===== src/rtl/core/jtmp_pkg.sv =====
// Shared types, constants and helpers of the joint swing motion generator.
// No dependencies; every other file of the block imports this package.
`default_nettype none

package jtmp_pkg;

   localparam int ANGLE_W     = 32;
   localparam int SPEED_W     = 31;
   localparam int STEP_W      = 16;
   localparam int CMD_W       = 2;
   localparam int CSR_IDX_W   = 2;

   localparam int DIVIDEND_W  = 36;
   localparam int DIV_STEPS   = DIVIDEND_W;
   localparam int DIV_CNT_W   = 6;
   localparam int REM_W       = 4;
   localparam int MUL_CNT_W   = 4;

   typedef logic signed [ANGLE_W-1:0] word_type;
   typedef logic [SPEED_W-1:0]        speed_type;
   typedef logic [STEP_W-1:0]         step_type;
   typedef logic [CMD_W-1:0]          cmd_type;

   localparam cmd_type CMD_TICK  = 2'd0;
   localparam cmd_type CMD_START = 2'd1;
   localparam cmd_type CMD_LOAD  = 2'd2;

   localparam logic [CSR_IDX_W-1:0] REG_START_ANGLE = 2'd0;
   localparam logic [CSR_IDX_W-1:0] REG_END_ANGLE   = 2'd1;
   localparam logic [CSR_IDX_W-1:0] REG_SPEED_LIMIT = 2'd2;
   localparam logic [CSR_IDX_W-1:0] REG_TIME_STEP   = 2'd3;

   localparam logic [REM_W-1:0] ACC_DIVISOR = 4'd12;
   localparam word_type WORD_MAX = 32'sh7FFF_FFFF;
   localparam word_type WORD_MIN = 32'sh8000_0000;

   localparam speed_type SPEED_RESET = 31'd65536;
   localparam step_type  STEP_RESET  = 16'd655;

   // Clamps a sum of two words back into the signed word range.
   function automatic word_type sat_word(input logic signed [ANGLE_W:0] x);
      word_type r;
      if (x[ANGLE_W] != x[ANGLE_W-1]) begin
         r = x[ANGLE_W] ? WORD_MIN : WORD_MAX;
      end else begin
         r = x[ANGLE_W-1:0];
      end
      return r;
   endfunction

endpackage

`default_nettype wire


===== src/rtl/core/jtmp_acc_div.sv =====
// Bit-serial restoring divider that forms speed_limit*25/12, saturated to a word.
// Depends on jtmp_pkg; one quotient bit is produced per cycle.
`default_nettype none

module jtmp_acc_div (
   input  logic                clock,
   input  logic                reset,
   input  logic                start,
   input  jtmp_pkg::speed_type speed,
   output logic                done,
   output jtmp_pkg::word_type  acc
);
   import jtmp_pkg::*;

   localparam logic [DIV_CNT_W-1:0] DIV_LAST = DIV_CNT_W'(DIV_STEPS - 1);

   logic                  busy_ff;
   logic                  done_ff;
   logic [DIV_CNT_W-1:0]  cnt_ff;
   logic [DIVIDEND_W-1:0] dv_ff;
   logic [REM_W-1:0]      rem_ff;
   logic [DIVIDEND_W-1:0] dividend;
   logic [REM_W:0]        trial;
   logic                  q_bit;
   logic [REM_W-1:0]      rem_in;

   assign dividend = ({5'd0, speed} << 4) + ({5'd0, speed} << 3) + {5'd0, speed};

   always_comb begin
      trial = {rem_ff, dv_ff[DIVIDEND_W-1]};
      q_bit = (trial >= {1'b0, ACC_DIVISOR});
      if (q_bit) begin
         rem_in = REM_W'(trial - {1'b0, ACC_DIVISOR});
      end else begin
         rem_in = trial[REM_W-1:0];
      end
   end

   always_ff @(posedge clock) begin
      if (reset) begin
         busy_ff <= 1'b0;
         done_ff <= 1'b0;
         cnt_ff  <= '0;
      end else begin
         done_ff <= busy_ff && (cnt_ff == DIV_LAST);
         if (start) begin
            busy_ff <= 1'b1;
            cnt_ff  <= '0;
         end else if (busy_ff) begin
            cnt_ff <= cnt_ff + 1'b1;
            if (cnt_ff == DIV_LAST) begin
               busy_ff <= 1'b0;
            end
         end
      end
   end

   always_ff @(posedge clock) begin
      if (start) begin
         dv_ff  <= dividend;
         rem_ff <= '0;
      end else if (busy_ff) begin
         dv_ff  <= {dv_ff[DIVIDEND_W-2:0], q_bit};
         rem_ff <= rem_in;
      end
   end

   assign done = done_ff;
   assign acc  = (|dv_ff[DIVIDEND_W-1:ANGLE_W-1]) ? WORD_MAX
                                                   : {1'b0, dv_ff[ANGLE_W-2:0]};

endmodule

`default_nettype wire


===== src/rtl/core/jtmp_serial_mul.sv =====
// Bit-serial signed-by-unsigned multiplier giving floor(x*dt/2^16).
// Depends on jtmp_pkg; one bit of the time step is consumed per cycle.
`default_nettype none

module jtmp_serial_mul (
   input  logic               clock,
   input  logic               reset,
   input  logic               start,
   input  jtmp_pkg::word_type multiplicand,
   input  jtmp_pkg::step_type step,
   output logic               done,
   output jtmp_pkg::word_type product
);
   import jtmp_pkg::*;

   localparam logic [MUL_CNT_W-1:0] MUL_LAST = MUL_CNT_W'(STEP_W - 1);

   logic                    busy_ff;
   logic                    done_ff;
   logic [MUL_CNT_W-1:0]    cnt_ff;
   word_type                x_ff;
   word_type                hi_ff;
   step_type                lo_ff;
   logic signed [ANGLE_W:0] partial;

   assign partial = {hi_ff[ANGLE_W-1], hi_ff}
                  + (lo_ff[0] ? {x_ff[ANGLE_W-1], x_ff} : '0);

   always_ff @(posedge clock) begin
      if (reset) begin
         busy_ff <= 1'b0;
         done_ff <= 1'b0;
         cnt_ff  <= '0;
      end else begin
         done_ff <= busy_ff && (cnt_ff == MUL_LAST);
         if (start) begin
            busy_ff <= 1'b1;
            cnt_ff  <= '0;
         end else if (busy_ff) begin
            cnt_ff <= cnt_ff + 1'b1;
            if (cnt_ff == MUL_LAST) begin
               busy_ff <= 1'b0;
            end
         end
      end
   end

   always_ff @(posedge clock) begin
      if (start) begin
         x_ff  <= multiplicand;
         hi_ff <= '0;
         lo_ff <= step;
      end else if (busy_ff) begin
         hi_ff <= partial[ANGLE_W:1];
         lo_ff <= {partial[0], lo_ff[STEP_W-1:1]};
      end
   end

   assign done    = done_ff;
   assign product = hi_ff;

endmodule

`default_nettype wire


===== src/rtl/core/joint_triangular_motion_profile.sv =====
// Joint swing motion generator: angle, velocity, acceleration and phase flag.
// A tick word passes through the serial acceleration divider, two passes of the serial multiplier
// (velocity, then angle) and the output state; no new word is taken until its result is loaded
// into the output register. A tick that finds the joint braked to rest skips the multiplier.
// Start and load words go straight to the output state.
// A stalled result holds the next word in its output state. Reset is synchronous, active high.
`default_nettype none

module joint_triangular_motion_profile (
   input  logic                                 clock,
   input  logic                                 reset,
   input  logic                                 req_valid,
   output logic                                 req_stall,
   input  jtmp_pkg::cmd_type                    req_cmd,
   input  logic                                 req_forward,
   input  jtmp_pkg::word_type                   req_load_value,
   output logic                                 rsp_valid,
   input  logic                                 rsp_stall,
   output jtmp_pkg::word_type                   rsp_angle,
   output jtmp_pkg::word_type                   rsp_velocity,
   output logic                                 rsp_accel_phase_done,
   input  logic                                 csr_valid,
   output logic                                 csr_ready,
   input  logic [jtmp_pkg::CSR_IDX_W-1:0]       csr_index,
   input  logic [jtmp_pkg::ANGLE_W-1:0]         csr_data
);
   import jtmp_pkg::*;

   localparam logic [2:0] S_IDLE = 3'd0;
   localparam logic [2:0] S_DIV  = 3'd1;
   localparam logic [2:0] S_MULV = 3'd2;
   localparam logic [2:0] S_MULA = 3'd3;
   localparam logic [2:0] S_OUT  = 3'd4;

   logic [2:0] state_ff, state_in;
   word_type   start_ff, end_ff;
   speed_type  speed_ff;
   step_type   step_ff;

   word_type   angle_ff, angle_in;
   word_type   vel_ff, vel_in;
   word_type   accel_ff, accel_in;
   logic       phase_ff, phase_in;
   logic       fwd_ff, fwd_in;

   logic       rsp_valid_ff, rsp_valid_in;
   word_type   rsp_angle_ff, rsp_velocity_ff;
   logic       rsp_phase_ff;
   logic       out_load;

   logic       accept;
   logic       div_start, div_done;
   word_type   acc;
   logic       mul_start, mul_done;
   word_type   mul_x, mul_p;

   logic                    toward;
   word_type                accel_sel;
   logic                    vel_pos, vel_neg, advance;
   logic [ANGLE_W:0]        vel_mag;
   word_type                vel_sel;
   word_type                angle_sum;
   logic signed [ANGLE_W:0] twice_angle, twice_mid;

   jtmp_acc_div u_div (
      .clock (clock),
      .reset (reset),
      .start (div_start),
      .speed (speed_ff),
      .done  (div_done),
      .acc   (acc)
   );

   jtmp_serial_mul u_mul (
      .clock        (clock),
      .reset        (reset),
      .start        (mul_start),
      .multiplicand (mul_x),
      .step         (step_ff),
      .done         (mul_done),
      .product      (mul_p)
   );

   assign accept    = req_valid && !req_stall;
   assign req_stall = (state_ff != S_IDLE);
   assign csr_ready = 1'b1;
   assign div_start = accept && (req_cmd == CMD_TICK);

   always_comb begin
      toward    = fwd_ff ? (angle_ff != end_ff) : (angle_ff != start_ff);
      if (toward) begin
         accel_sel = (phase_ff ^ fwd_ff) ? acc : -acc;
      end else begin
         accel_sel = accel_ff;
      end
      vel_pos = !vel_ff[ANGLE_W-1] && (vel_ff != '0);
      vel_neg = vel_ff[ANGLE_W-1];
      vel_mag = vel_neg ? ((ANGLE_W+1)'(0) - {vel_ff[ANGLE_W-1], vel_ff})
                        : {1'b0, vel_ff};
      if (phase_ff) begin
         advance = fwd_ff ? vel_pos : vel_neg;
      end else begin
         advance = (vel_mag <= {2'b00, speed_ff});
      end
      if (advance) begin
         vel_sel = sat_word({vel_ff[ANGLE_W-1], vel_ff} + {mul_p[ANGLE_W-1], mul_p});
      end else if (phase_ff) begin
         vel_sel = '0;
      end else begin
         vel_sel = vel_ff;
      end
      angle_sum   = sat_word({angle_ff[ANGLE_W-1], angle_ff} + {mul_p[ANGLE_W-1], mul_p});
      twice_angle = {angle_sum, 1'b0};
      twice_mid   = {start_ff[ANGLE_W-1], start_ff} + {end_ff[ANGLE_W-1], end_ff};
   end

   always_comb begin
      state_in  = state_ff;
      angle_in  = angle_ff;
      vel_in    = vel_ff;
      accel_in  = accel_ff;
      phase_in  = phase_ff;
      fwd_in    = fwd_ff;
      mul_start = 1'b0;
      mul_x     = accel_sel;
      out_load  = 1'b0;
      case (state_ff)
         S_IDLE: begin
            if (accept) begin
               fwd_in = req_forward;
               case (req_cmd)
                  CMD_TICK: begin
                     state_in = S_DIV;
                  end
                  CMD_START: begin
                     phase_in = 1'b0;
                     state_in = S_OUT;
                  end
                  CMD_LOAD: begin
                     angle_in = req_load_value;
                     state_in = S_OUT;
                  end
                  default: begin
                     state_in = S_OUT;
                  end
               endcase
            end
         end
         S_DIV: begin
            if (div_done) begin
               if (phase_ff && (vel_ff == '0)) begin
                  accel_in = '0;
                  state_in = S_OUT;
               end else begin
                  accel_in  = accel_sel;
                  mul_x     = accel_sel;
                  mul_start = 1'b1;
                  state_in  = S_MULV;
               end
            end
         end
         S_MULV: begin
            if (mul_done) begin
               vel_in    = vel_sel;
               mul_x     = vel_sel;
               mul_start = 1'b1;
               state_in  = S_MULA;
            end
         end
         S_MULA: begin
            if (mul_done) begin
               angle_in = angle_sum;
               if (!phase_ff && ((vel_pos && (twice_angle >= twice_mid)) ||
                                 (vel_neg && (twice_angle <= twice_mid)))) begin
                  phase_in = 1'b1;
               end
               state_in = S_OUT;
            end
         end
         S_OUT: begin
            if (!rsp_valid_ff || !rsp_stall) begin
               out_load = 1'b1;
               state_in = S_IDLE;
            end
         end
         default: begin
            state_in = S_IDLE;
         end
      endcase
   end

   always_comb begin
      if (out_load) begin
         rsp_valid_in = 1'b1;
      end else if (!rsp_stall) begin
         rsp_valid_in = 1'b0;
      end else begin
         rsp_valid_in = rsp_valid_ff;
      end
   end

   always_ff @(posedge clock) begin
      if (reset) begin
         state_ff     <= S_IDLE;
         angle_ff     <= '0;
         vel_ff       <= '0;
         accel_ff     <= '0;
         phase_ff     <= 1'b1;
         fwd_ff       <= 1'b0;
         rsp_valid_ff <= 1'b0;
         start_ff     <= '0;
         end_ff       <= '0;
         speed_ff     <= SPEED_RESET;
         step_ff      <= STEP_RESET;
      end else begin
         state_ff     <= state_in;
         angle_ff     <= angle_in;
         vel_ff       <= vel_in;
         accel_ff     <= accel_in;
         phase_ff     <= phase_in;
         fwd_ff       <= fwd_in;
         rsp_valid_ff <= rsp_valid_in;
         if (csr_valid && csr_ready) begin
            case (csr_index)
               REG_START_ANGLE: start_ff <= csr_data;
               REG_END_ANGLE:   end_ff   <= csr_data;
               REG_SPEED_LIMIT: speed_ff <= csr_data[SPEED_W-1:0];
               REG_TIME_STEP:   step_ff  <= csr_data[STEP_W-1:0];
               default: begin
               end
            endcase
         end
      end
   end

   always_ff @(posedge clock) begin
      if (out_load) begin
         rsp_angle_ff    <= angle_ff;
         rsp_velocity_ff <= vel_ff;
         rsp_phase_ff    <= phase_ff;
      end
   end

   assign rsp_valid            = rsp_valid_ff;
   assign rsp_angle            = rsp_angle_ff;
   assign rsp_velocity         = rsp_velocity_ff;
   assign rsp_accel_phase_done = rsp_phase_ff;

endmodule

`default_nettype wire


===== config.mk =====
export PLATFORM = sky130hd
export DESIGN_NAME = joint_triangular_motion_profile
export DESIGN_NICKNAME = d
export VERILOG_FILES = /design/src/rtl/core/jtmp_pkg.sv /design/src/rtl/core/jtmp_acc_div.sv /design/src/rtl/core/jtmp_serial_mul.sv /design/src/rtl/core/joint_triangular_motion_profile.sv
export SDC_FILE = /design/constraint.sdc
export NUM_CORES = 1
export LEC_CHECK = 0
export BUFFER_PORTS_ARGS = -buffer_cell sky130_fd_sc_hd__buf_2
export CAP_MARGIN = 20
export CELL_PAD_IN_SITES_DETAIL_PLACEMENT = 1
export CELL_PAD_IN_SITES_GLOBAL_PLACEMENT = 1
export CORE_AREA = 2 2 311 313
export CTS_CLUSTER_DIAMETER = 80
export DETAILED_ROUTE_END_ITERATION = 10
export DIE_AREA = 0 0 313 315
export GPL_TIMING_DRIVEN = 0
export HOLD_SLACK_MARGIN = 0.08
export PLACE_DENSITY_LB_ADDON = 0.1
export SKIP_CTS_REPAIR_TIMING = 1
export SYNTH_ARGS = -nofsm -noshare
export SYNTH_HDL_FRONTEND = slang
export SYNTH_SLANG_ARGS = --single-unit

===== constraint.sdc =====
create_clock -name clock -period 8.7 [get_ports clock]
set_clock_uncertainty 0.1 [all_clocks]
set_input_delay 1.74 -clock clock [delete_from_list [all_inputs] [get_ports clock]]
set_output_delay 1.74 -clock clock [all_outputs]
set_load 0.03 [all_outputs]

Word level (Yosys, flattened, before mapping)
Cells that the tools add are included.

word-level totals
  register bits after elaboration = 412
  latch bits = 0
  memory bits (writable) = 0
  bits in read-only memories = 0
  memories = 0

cells by class
  add/sub/neg operators = 11
  multipliers = 0
  divide/modulo/power cells = 0
  order comparisons = 4
  eq/ne operators = 24
  shift operators = 0
  multiplexer cells = 53
  bitwise operators = 1
  reduce and logical (&&, ||, !) cells = 38

operators by type and width
  cell                   count
  $mux 32                14
  $add 32x32->33         3
  $mux 36                2
  $mux 33                2
  $ne 32x32->1           2
  $pmux 32 s2            1
  $add 35x34->36         1
  $add 36x31->36         1
  $add 33x33->33         1
  $ge 33x33->1           1
  $le 33x31->1           1
  $le 33x33->1           1
  $sub 1x32->33 const A  1
  $logic_not 32->1       1
  $mux 16                2
  $neg 32->32            1
  $reduce_bool 32->1     1
  $mux 31                1
  $mux 3                 7
  $mux 1                 20
  $pmux 3 s5             1
  $reduce_and 2->1       7
  $ne 2x1->1 const B     6
  $reduce_and 5->1       2
  26 further kinds       51

Longest topological paths before layout
  word-level depth = 10
  gate-level depth with buffers = 24

By module
From an unflattened synthesis, not the netlist that was laid out.

second synthesis, totals
  cells, all modules = 3363
  area total of the unflattened synthesis = 28877.7 um2

modules (own cells, without submodules)
  module                           instances  cells each  area each (um2)  seq. area each (um2)
  joint_triangular_motion_profile  1          2386        19298.5          6216.0
  jtmp_serial_mul                  1          486         4898.4           2202.1
  jtmp_acc_div                     1          491         4680.7           1321.3

Worst setup path after synthesis
No wires, ideal clock.

  kind = input to register
  start = input port rsp_stall
  end = register rsp_phase_ff (netlist: rsp_accel_phase_done) (enable)
  setup time = 0.509 ns
  arrival = 4.919 ns
  required time = 8.091 ns
  path slack = 3.172 ns
  cell stages on the path = 1
  cells stage by stage = a21oi_1

on the way
  word-level cells in the longest chain between the ends = 4

RTL lines
  item                  RTL line                                text
  start, declared       joint_triangular_motion_profile.sv:18   input logic rsp_stall,
  $logic_not 1->1       --
  $logic_or 1x1->1      joint_triangular_motion_profile.sv:181  if (!rsp_valid_ff || !rsp_stall) begin
  $mux 1                joint_triangular_motion_profile.sv:181
  $mux 1                joint_triangular_motion_profile.sv:127  case (state_ff)
  end signal, assigned  joint_triangular_motion_profile.sv:240  rsp_phase_ff <= phase_ff;
  end, declared         joint_triangular_motion_profile.sv:48   logic rsp_phase_ff;

No other way between the ends.
A chain may end at the register's enable or synchronous reset.

Worst setup path after layout
  start = register u_mul.hi_ff[1] (netlist: u_mul.product[1])
  end = register phase_ff

on the way
  word-level cells in the longest chain between the ends = 9
  elaborated cells on any way between the ends = 12

RTL lines
  item                                          RTL line                                                                        text
  start, declared                               jtmp_serial_mul.sv:22                                                           word_type hi_ff;
  start signal, assigned                        jtmp_serial_mul.sv:54                                                           hi_ff <= partial[ANGLE_W:1];
  $add 32x32->33 *                              joint_triangular_motion_profile.sv:112                                          angle_sum = sat_word({angle_ff[ANGLE_W-1], angle_ff} + {mul_p[ANGLE_W-1], mul_p});
  $mux 32 or $ne 1x1->1 (tied branches)         jtmp_pkg.sv:44, jtmp_pkg.sv:43
  $mux 32 *                                     jtmp_pkg.sv:43                                                                  if (x[ANGLE_W] != x[ANGLE_W-1]) begin
  $ge 33x33->1 or $le 33x33->1 (tied branches)  joint_triangular_motion_profile.sv:173, joint_triangular_motion_profile.sv:174
  $logic_and 1x1->1, on equally long branches   joint_triangular_motion_profile.sv:173, joint_triangular_motion_profile.sv:174
  $logic_or 1x1->1 *                            joint_triangular_motion_profile.sv:173                                          if (!phase_ff && ((vel_pos && (twice_angle >= twice_mid)) ||
  $logic_and 1x1->1 *                           joint_triangular_motion_profile.sv:173
  $ne 2x2->1 (no line) *                        --
  $reduce_and 5->1 (no line) *                  --
  end signal, assigned                          joint_triangular_motion_profile.sv:220                                          phase_ff <= phase_in;
  end, declared                                 joint_triangular_motion_profile.sv:43                                           logic phase_ff, phase_in;

Mark *: on every way between the ends. The rest lies on a longest branch, timed or not.

==> summary.md <==
| Metric | Value |
|---|---|
| Status | `finished clean` |
| Filler Cell Count | `11450` |
| Clock transition at path regs | `about 60 ps` |
| Multi-input logic area | `between 0.015 and 0.02 mm2` |
| Initial Utilization | `between 20 and 30%` |
| FF/Latch Area | `between 0.009 and 0.01 mm2` |
| Max cap viols | `0` |
| CP max stage cell | `a41oi_1` |
| Slew headroom | `between 20 and 30%` |
| Largest cells by area after synthesis | `dfxtp_1 19%, edfxtp_1 16%, ha_1 10%` |
| Yosys warning count | `0` |
| Worst-margin pin slew | `1107 ps` |
| Crit-path max cell delay | `roughly 760 ps` |
| Non-filler cells, final | `a little under 5000` |
| CTS Sinks | `412` |
| Mean post-synth cell area | `between 8 and 9 um2` |
| # placed instances | `4817` |
| WL/cell | `24.57 um` |
| Chip width | `around 310 um` |
| Fmax | `140.4 MHz` |
| Share of cells above drive strength 1 | `~8%` |
| CP Data Arrival Time | `7570 ps` |
| VDD IR max | `around 150 uV` |
| RD Place Congestion | `0.8911` |
| I/O pins | `around 140` |
| DR iter-0 viols | `1678` |
| Nature of the critical path endpoint | `flip-flop` |
| Most numerous cell in the Yosys netlist | `nand2_1` |
| Area grow syn2layout | `15.47%` |
| GR Overflow Total | `0` |
| Critical Path RT | `9150 ps` |
| Synth Flop Type | `dfxtp_1` |
| H-tree depth | `2` |
| Die H | `315 um` |
| Share of the synthesized area in the top cell type | `between 10% and 20%` |
| Commonest cells post-synth | `514 x nand2_1, 366 x a21oi_1, 267 x nor2_1, 263 x dfxtp_1, 231 x ha_1` |
| P_leak | `about 13 nW` |
| # DRC | `0` |
| Post-synth ARST share | `0%` |
| Cells after synthesis | `between 3000 and 4000` |
| Min-delay worst type | `reg -> reg` |
| Max Root-Sink Buffers | `3` |
| Core ar. | `0.09571 mm2` |
| Initial antenna violation count | `3` |
| Post-synth EDFFs | `~150` |
| FF+latch count, synth | `412` |
| Fin. max-slew vios | `0` |
| CP startpoint kind | `flip-flop` |
| Post-route ant nets | `0` |
| Syn_nets | `roughly 3700` |
| Area leader, netlist | `dfxtp_1` |
| PD cells | `184.5 mW/mm2` |
| Wire length of the first global-routing pass | `176800 um` |
| Port buffer count | `between 100 and 150` |
| Worst-Skew Late Latency | `~660 ps` |
| Setup violators final | `0` |
| Clk root buf | `clkbuf_16` |
| Hold Violations, Final | `0` |
| Yosys cell types | `83` |
| Die footprint | `approximately 0.099 mm2` |
| Vias | `approximately 26000` |
| HPWL Detailed | `between 90000 and 100000 um` |
| Seq/Total Area, Yosys | `about 34%` |
| Setup TNS | `0 ps` |
| Vias in the first global route | `26150` |
| CTS tree | `done` |
| Cell mode on critical path | `o21ai_0` |
| Num CTS Buffers | `57` |
| FP Rows | `roughly 110` |
| RSZ-0062 raised after global routing | `false` |
| Crit-path cells | `ha_1, a211oi_1, o211ai_1, a221oi_1, o21ai_0, nand3_1, a2111oi_0, a41oi_1, buf_2, clkbuf_1, nand2_1, ha_1, nand4_1, nor4b_1, nand3_1, o211ai_1, a211oi_1, o21ai_0, mux2i_1, xor2_1, o21ai_0, a221o_1` |
| DRT Pass-1 Iters | `5` |
| Worst-path fanout max | `10` |
| Final Cycle Share | `81.85%` |
| GRT Total Usage | `about a quarter` |
| Mapped Area | `between 0.02 and 0.03 mm2` |
| Layout Nets | `between 3000 and 4000` |
| Minimum clock period | `roughly 7100 ps` |
| DR vias/cell | `5.338` |
| Largest net degree at the start of global routing | `35` |
| Setup CP Type | `reg -> reg` |
| Drt total wl | `approximately 120000 um` |
report_power, final:
part | switching [mW] | total, mW | internal [mW]
logic | 0.917 | 1.40 | 0.481
registers | 0.149 | 2.27 | 2.12
clock network | 0.993 | 2.40 | 1.40
total | 2.06 | 6.06 | 4.00
per-stage QoR:
stage	power (mW)	hold slack (ps)	area (um2)	setup slack, ps	utilization, %
finish	6.062	334.7	32850	1579	34.33
global route	6.335	359.7	32850	1016	34.32
CTS	6.126	327.0	32840	1462	34.31
detailed placement	3.702	327.5	30930	1429	32.32
global placement	3.692	311.8	30750	105.4	32.13
floorplan	3.133	306.4	28450	3172	-
critical path: cells and delay by family (launching register included):
| family | cells | cell delay [ps] |
|---|---|---|
| AO/OA/AOI/OAI | 11 | 3450 |
| XOR/XNOR | 1 | 150 |
| adder cells (fa/ha/maj) | 2 | 650 |
| buffers and inverters | 2 | 700 |
| flip-flops | 1 | 590 |
| multiplexers | 1 | 250 |
| AND/OR/NAND/NOR | 5 | 1110 |
placed cells by master (no fill, tap or decap), drive strengths merged, types with 14 or more instances in the layout:
cell / n
a221oi: 18
edfxtp: 149
nor4: 32
nand4: 28
fa: 32
xor2: 67
mux2i: 78
inv: 117
and3: 22
o21a: 27
nand2: 514
xnor2: 146
a211oi: 30
ha: 231
o221ai: 15
o21ai: 213
nand2b: 35
o211ai: 20
a22oi: 14
o31ai: 19
o21bai: 22
buf: 169
nor2: 267
and2: 39
nand3: 67
nor3: 73
nor2b: 26
dfxtp: 263
a2111oi: 15
a31oi: 23
a21oi: 367
clkbuf: 215
or3: 27
a21o: 93
logic make-up (layout without fill, tap and decap cells):
family / after synthesis / count (layout) / share of synthesized area, %
AOI/OAI and AO/OA: 968 / 968 / 21.05
xor gates and xnor gates: 213 / 213 / 6.557
adders and majority gates: 265 / 265 / 12.48
buffers and inverters: 258 / 514 / 3.659
DFF: 412 / 412 / 34.23
muxes: 82 / 82 / 2.902
other: 1 / 3 / 0.01318
and+or+nand+nor: 1193 / 1193 / 19.11
state kept, by name (all words and copies together), names as in the netlist, 3 cells and up:
signal / count
u_div.dv_ff: 36
accel_ff: 32
angle_ff: 32
end_ff: 32
rsp_angle: 32
rsp_velocity: 32
start_ff: 32
u_mul.product: 32
u_mul.x_ff: 32
vel_ff: 32
speed_ff: 31
step_ff: 16
u_mul.lo_ff: 16
u_div.cnt_ff: 6
u_div.rem_ff: 4
u_mul.cnt_ff: 4
state_ff: 3
layout make-up:
cell class / count / share of cell area (%)
repair buffers: 150 / 2.635
plain buffers: 152 / 1.961
well taps: 1276 / 4.860
inverters: 106 / 1.211
clock inverters: 24 / 0.6284
multi-input cells: 2722 / 53.85
flip-flops and latches: 412 / 29.65
diodes: 2 / 0.01523
clock buffers: 82 / 5.191
layer usage:
layer | vias up | global-route usage, % | share of wire, %
met4 | 2 | 5.013 | 1.9
met1 | 13020 | 34.56 | 50
met5 | - | 0 | 0.0074
met3 | 123 | 2.763 | 3.5
met2 | 461 | 38.79 | 45
li1 | 12680 | - | -
final timing paths:
path                                                     from                        endpoint  slack [ps]  depth (start not counted)
worst max-delay path            u_mul.product[1]$_SDFFE_PP0P_           phase_ff$_SDFFE_PP1P_        1580                         22
worst min-delay path                    phase_ff$_SDFFE_PP1P_  rsp_accel_phase_done$_DFFE_PP_         330                          0
worst max register to register  u_mul.product[1]$_SDFFE_PP0P_           phase_ff$_SDFFE_PP1P_        1580                         22
worst min register to register          phase_ff$_SDFFE_PP1P_  rsp_accel_phase_done$_DFFE_PP_         330                          0
(Power assumes the default switching activity.)
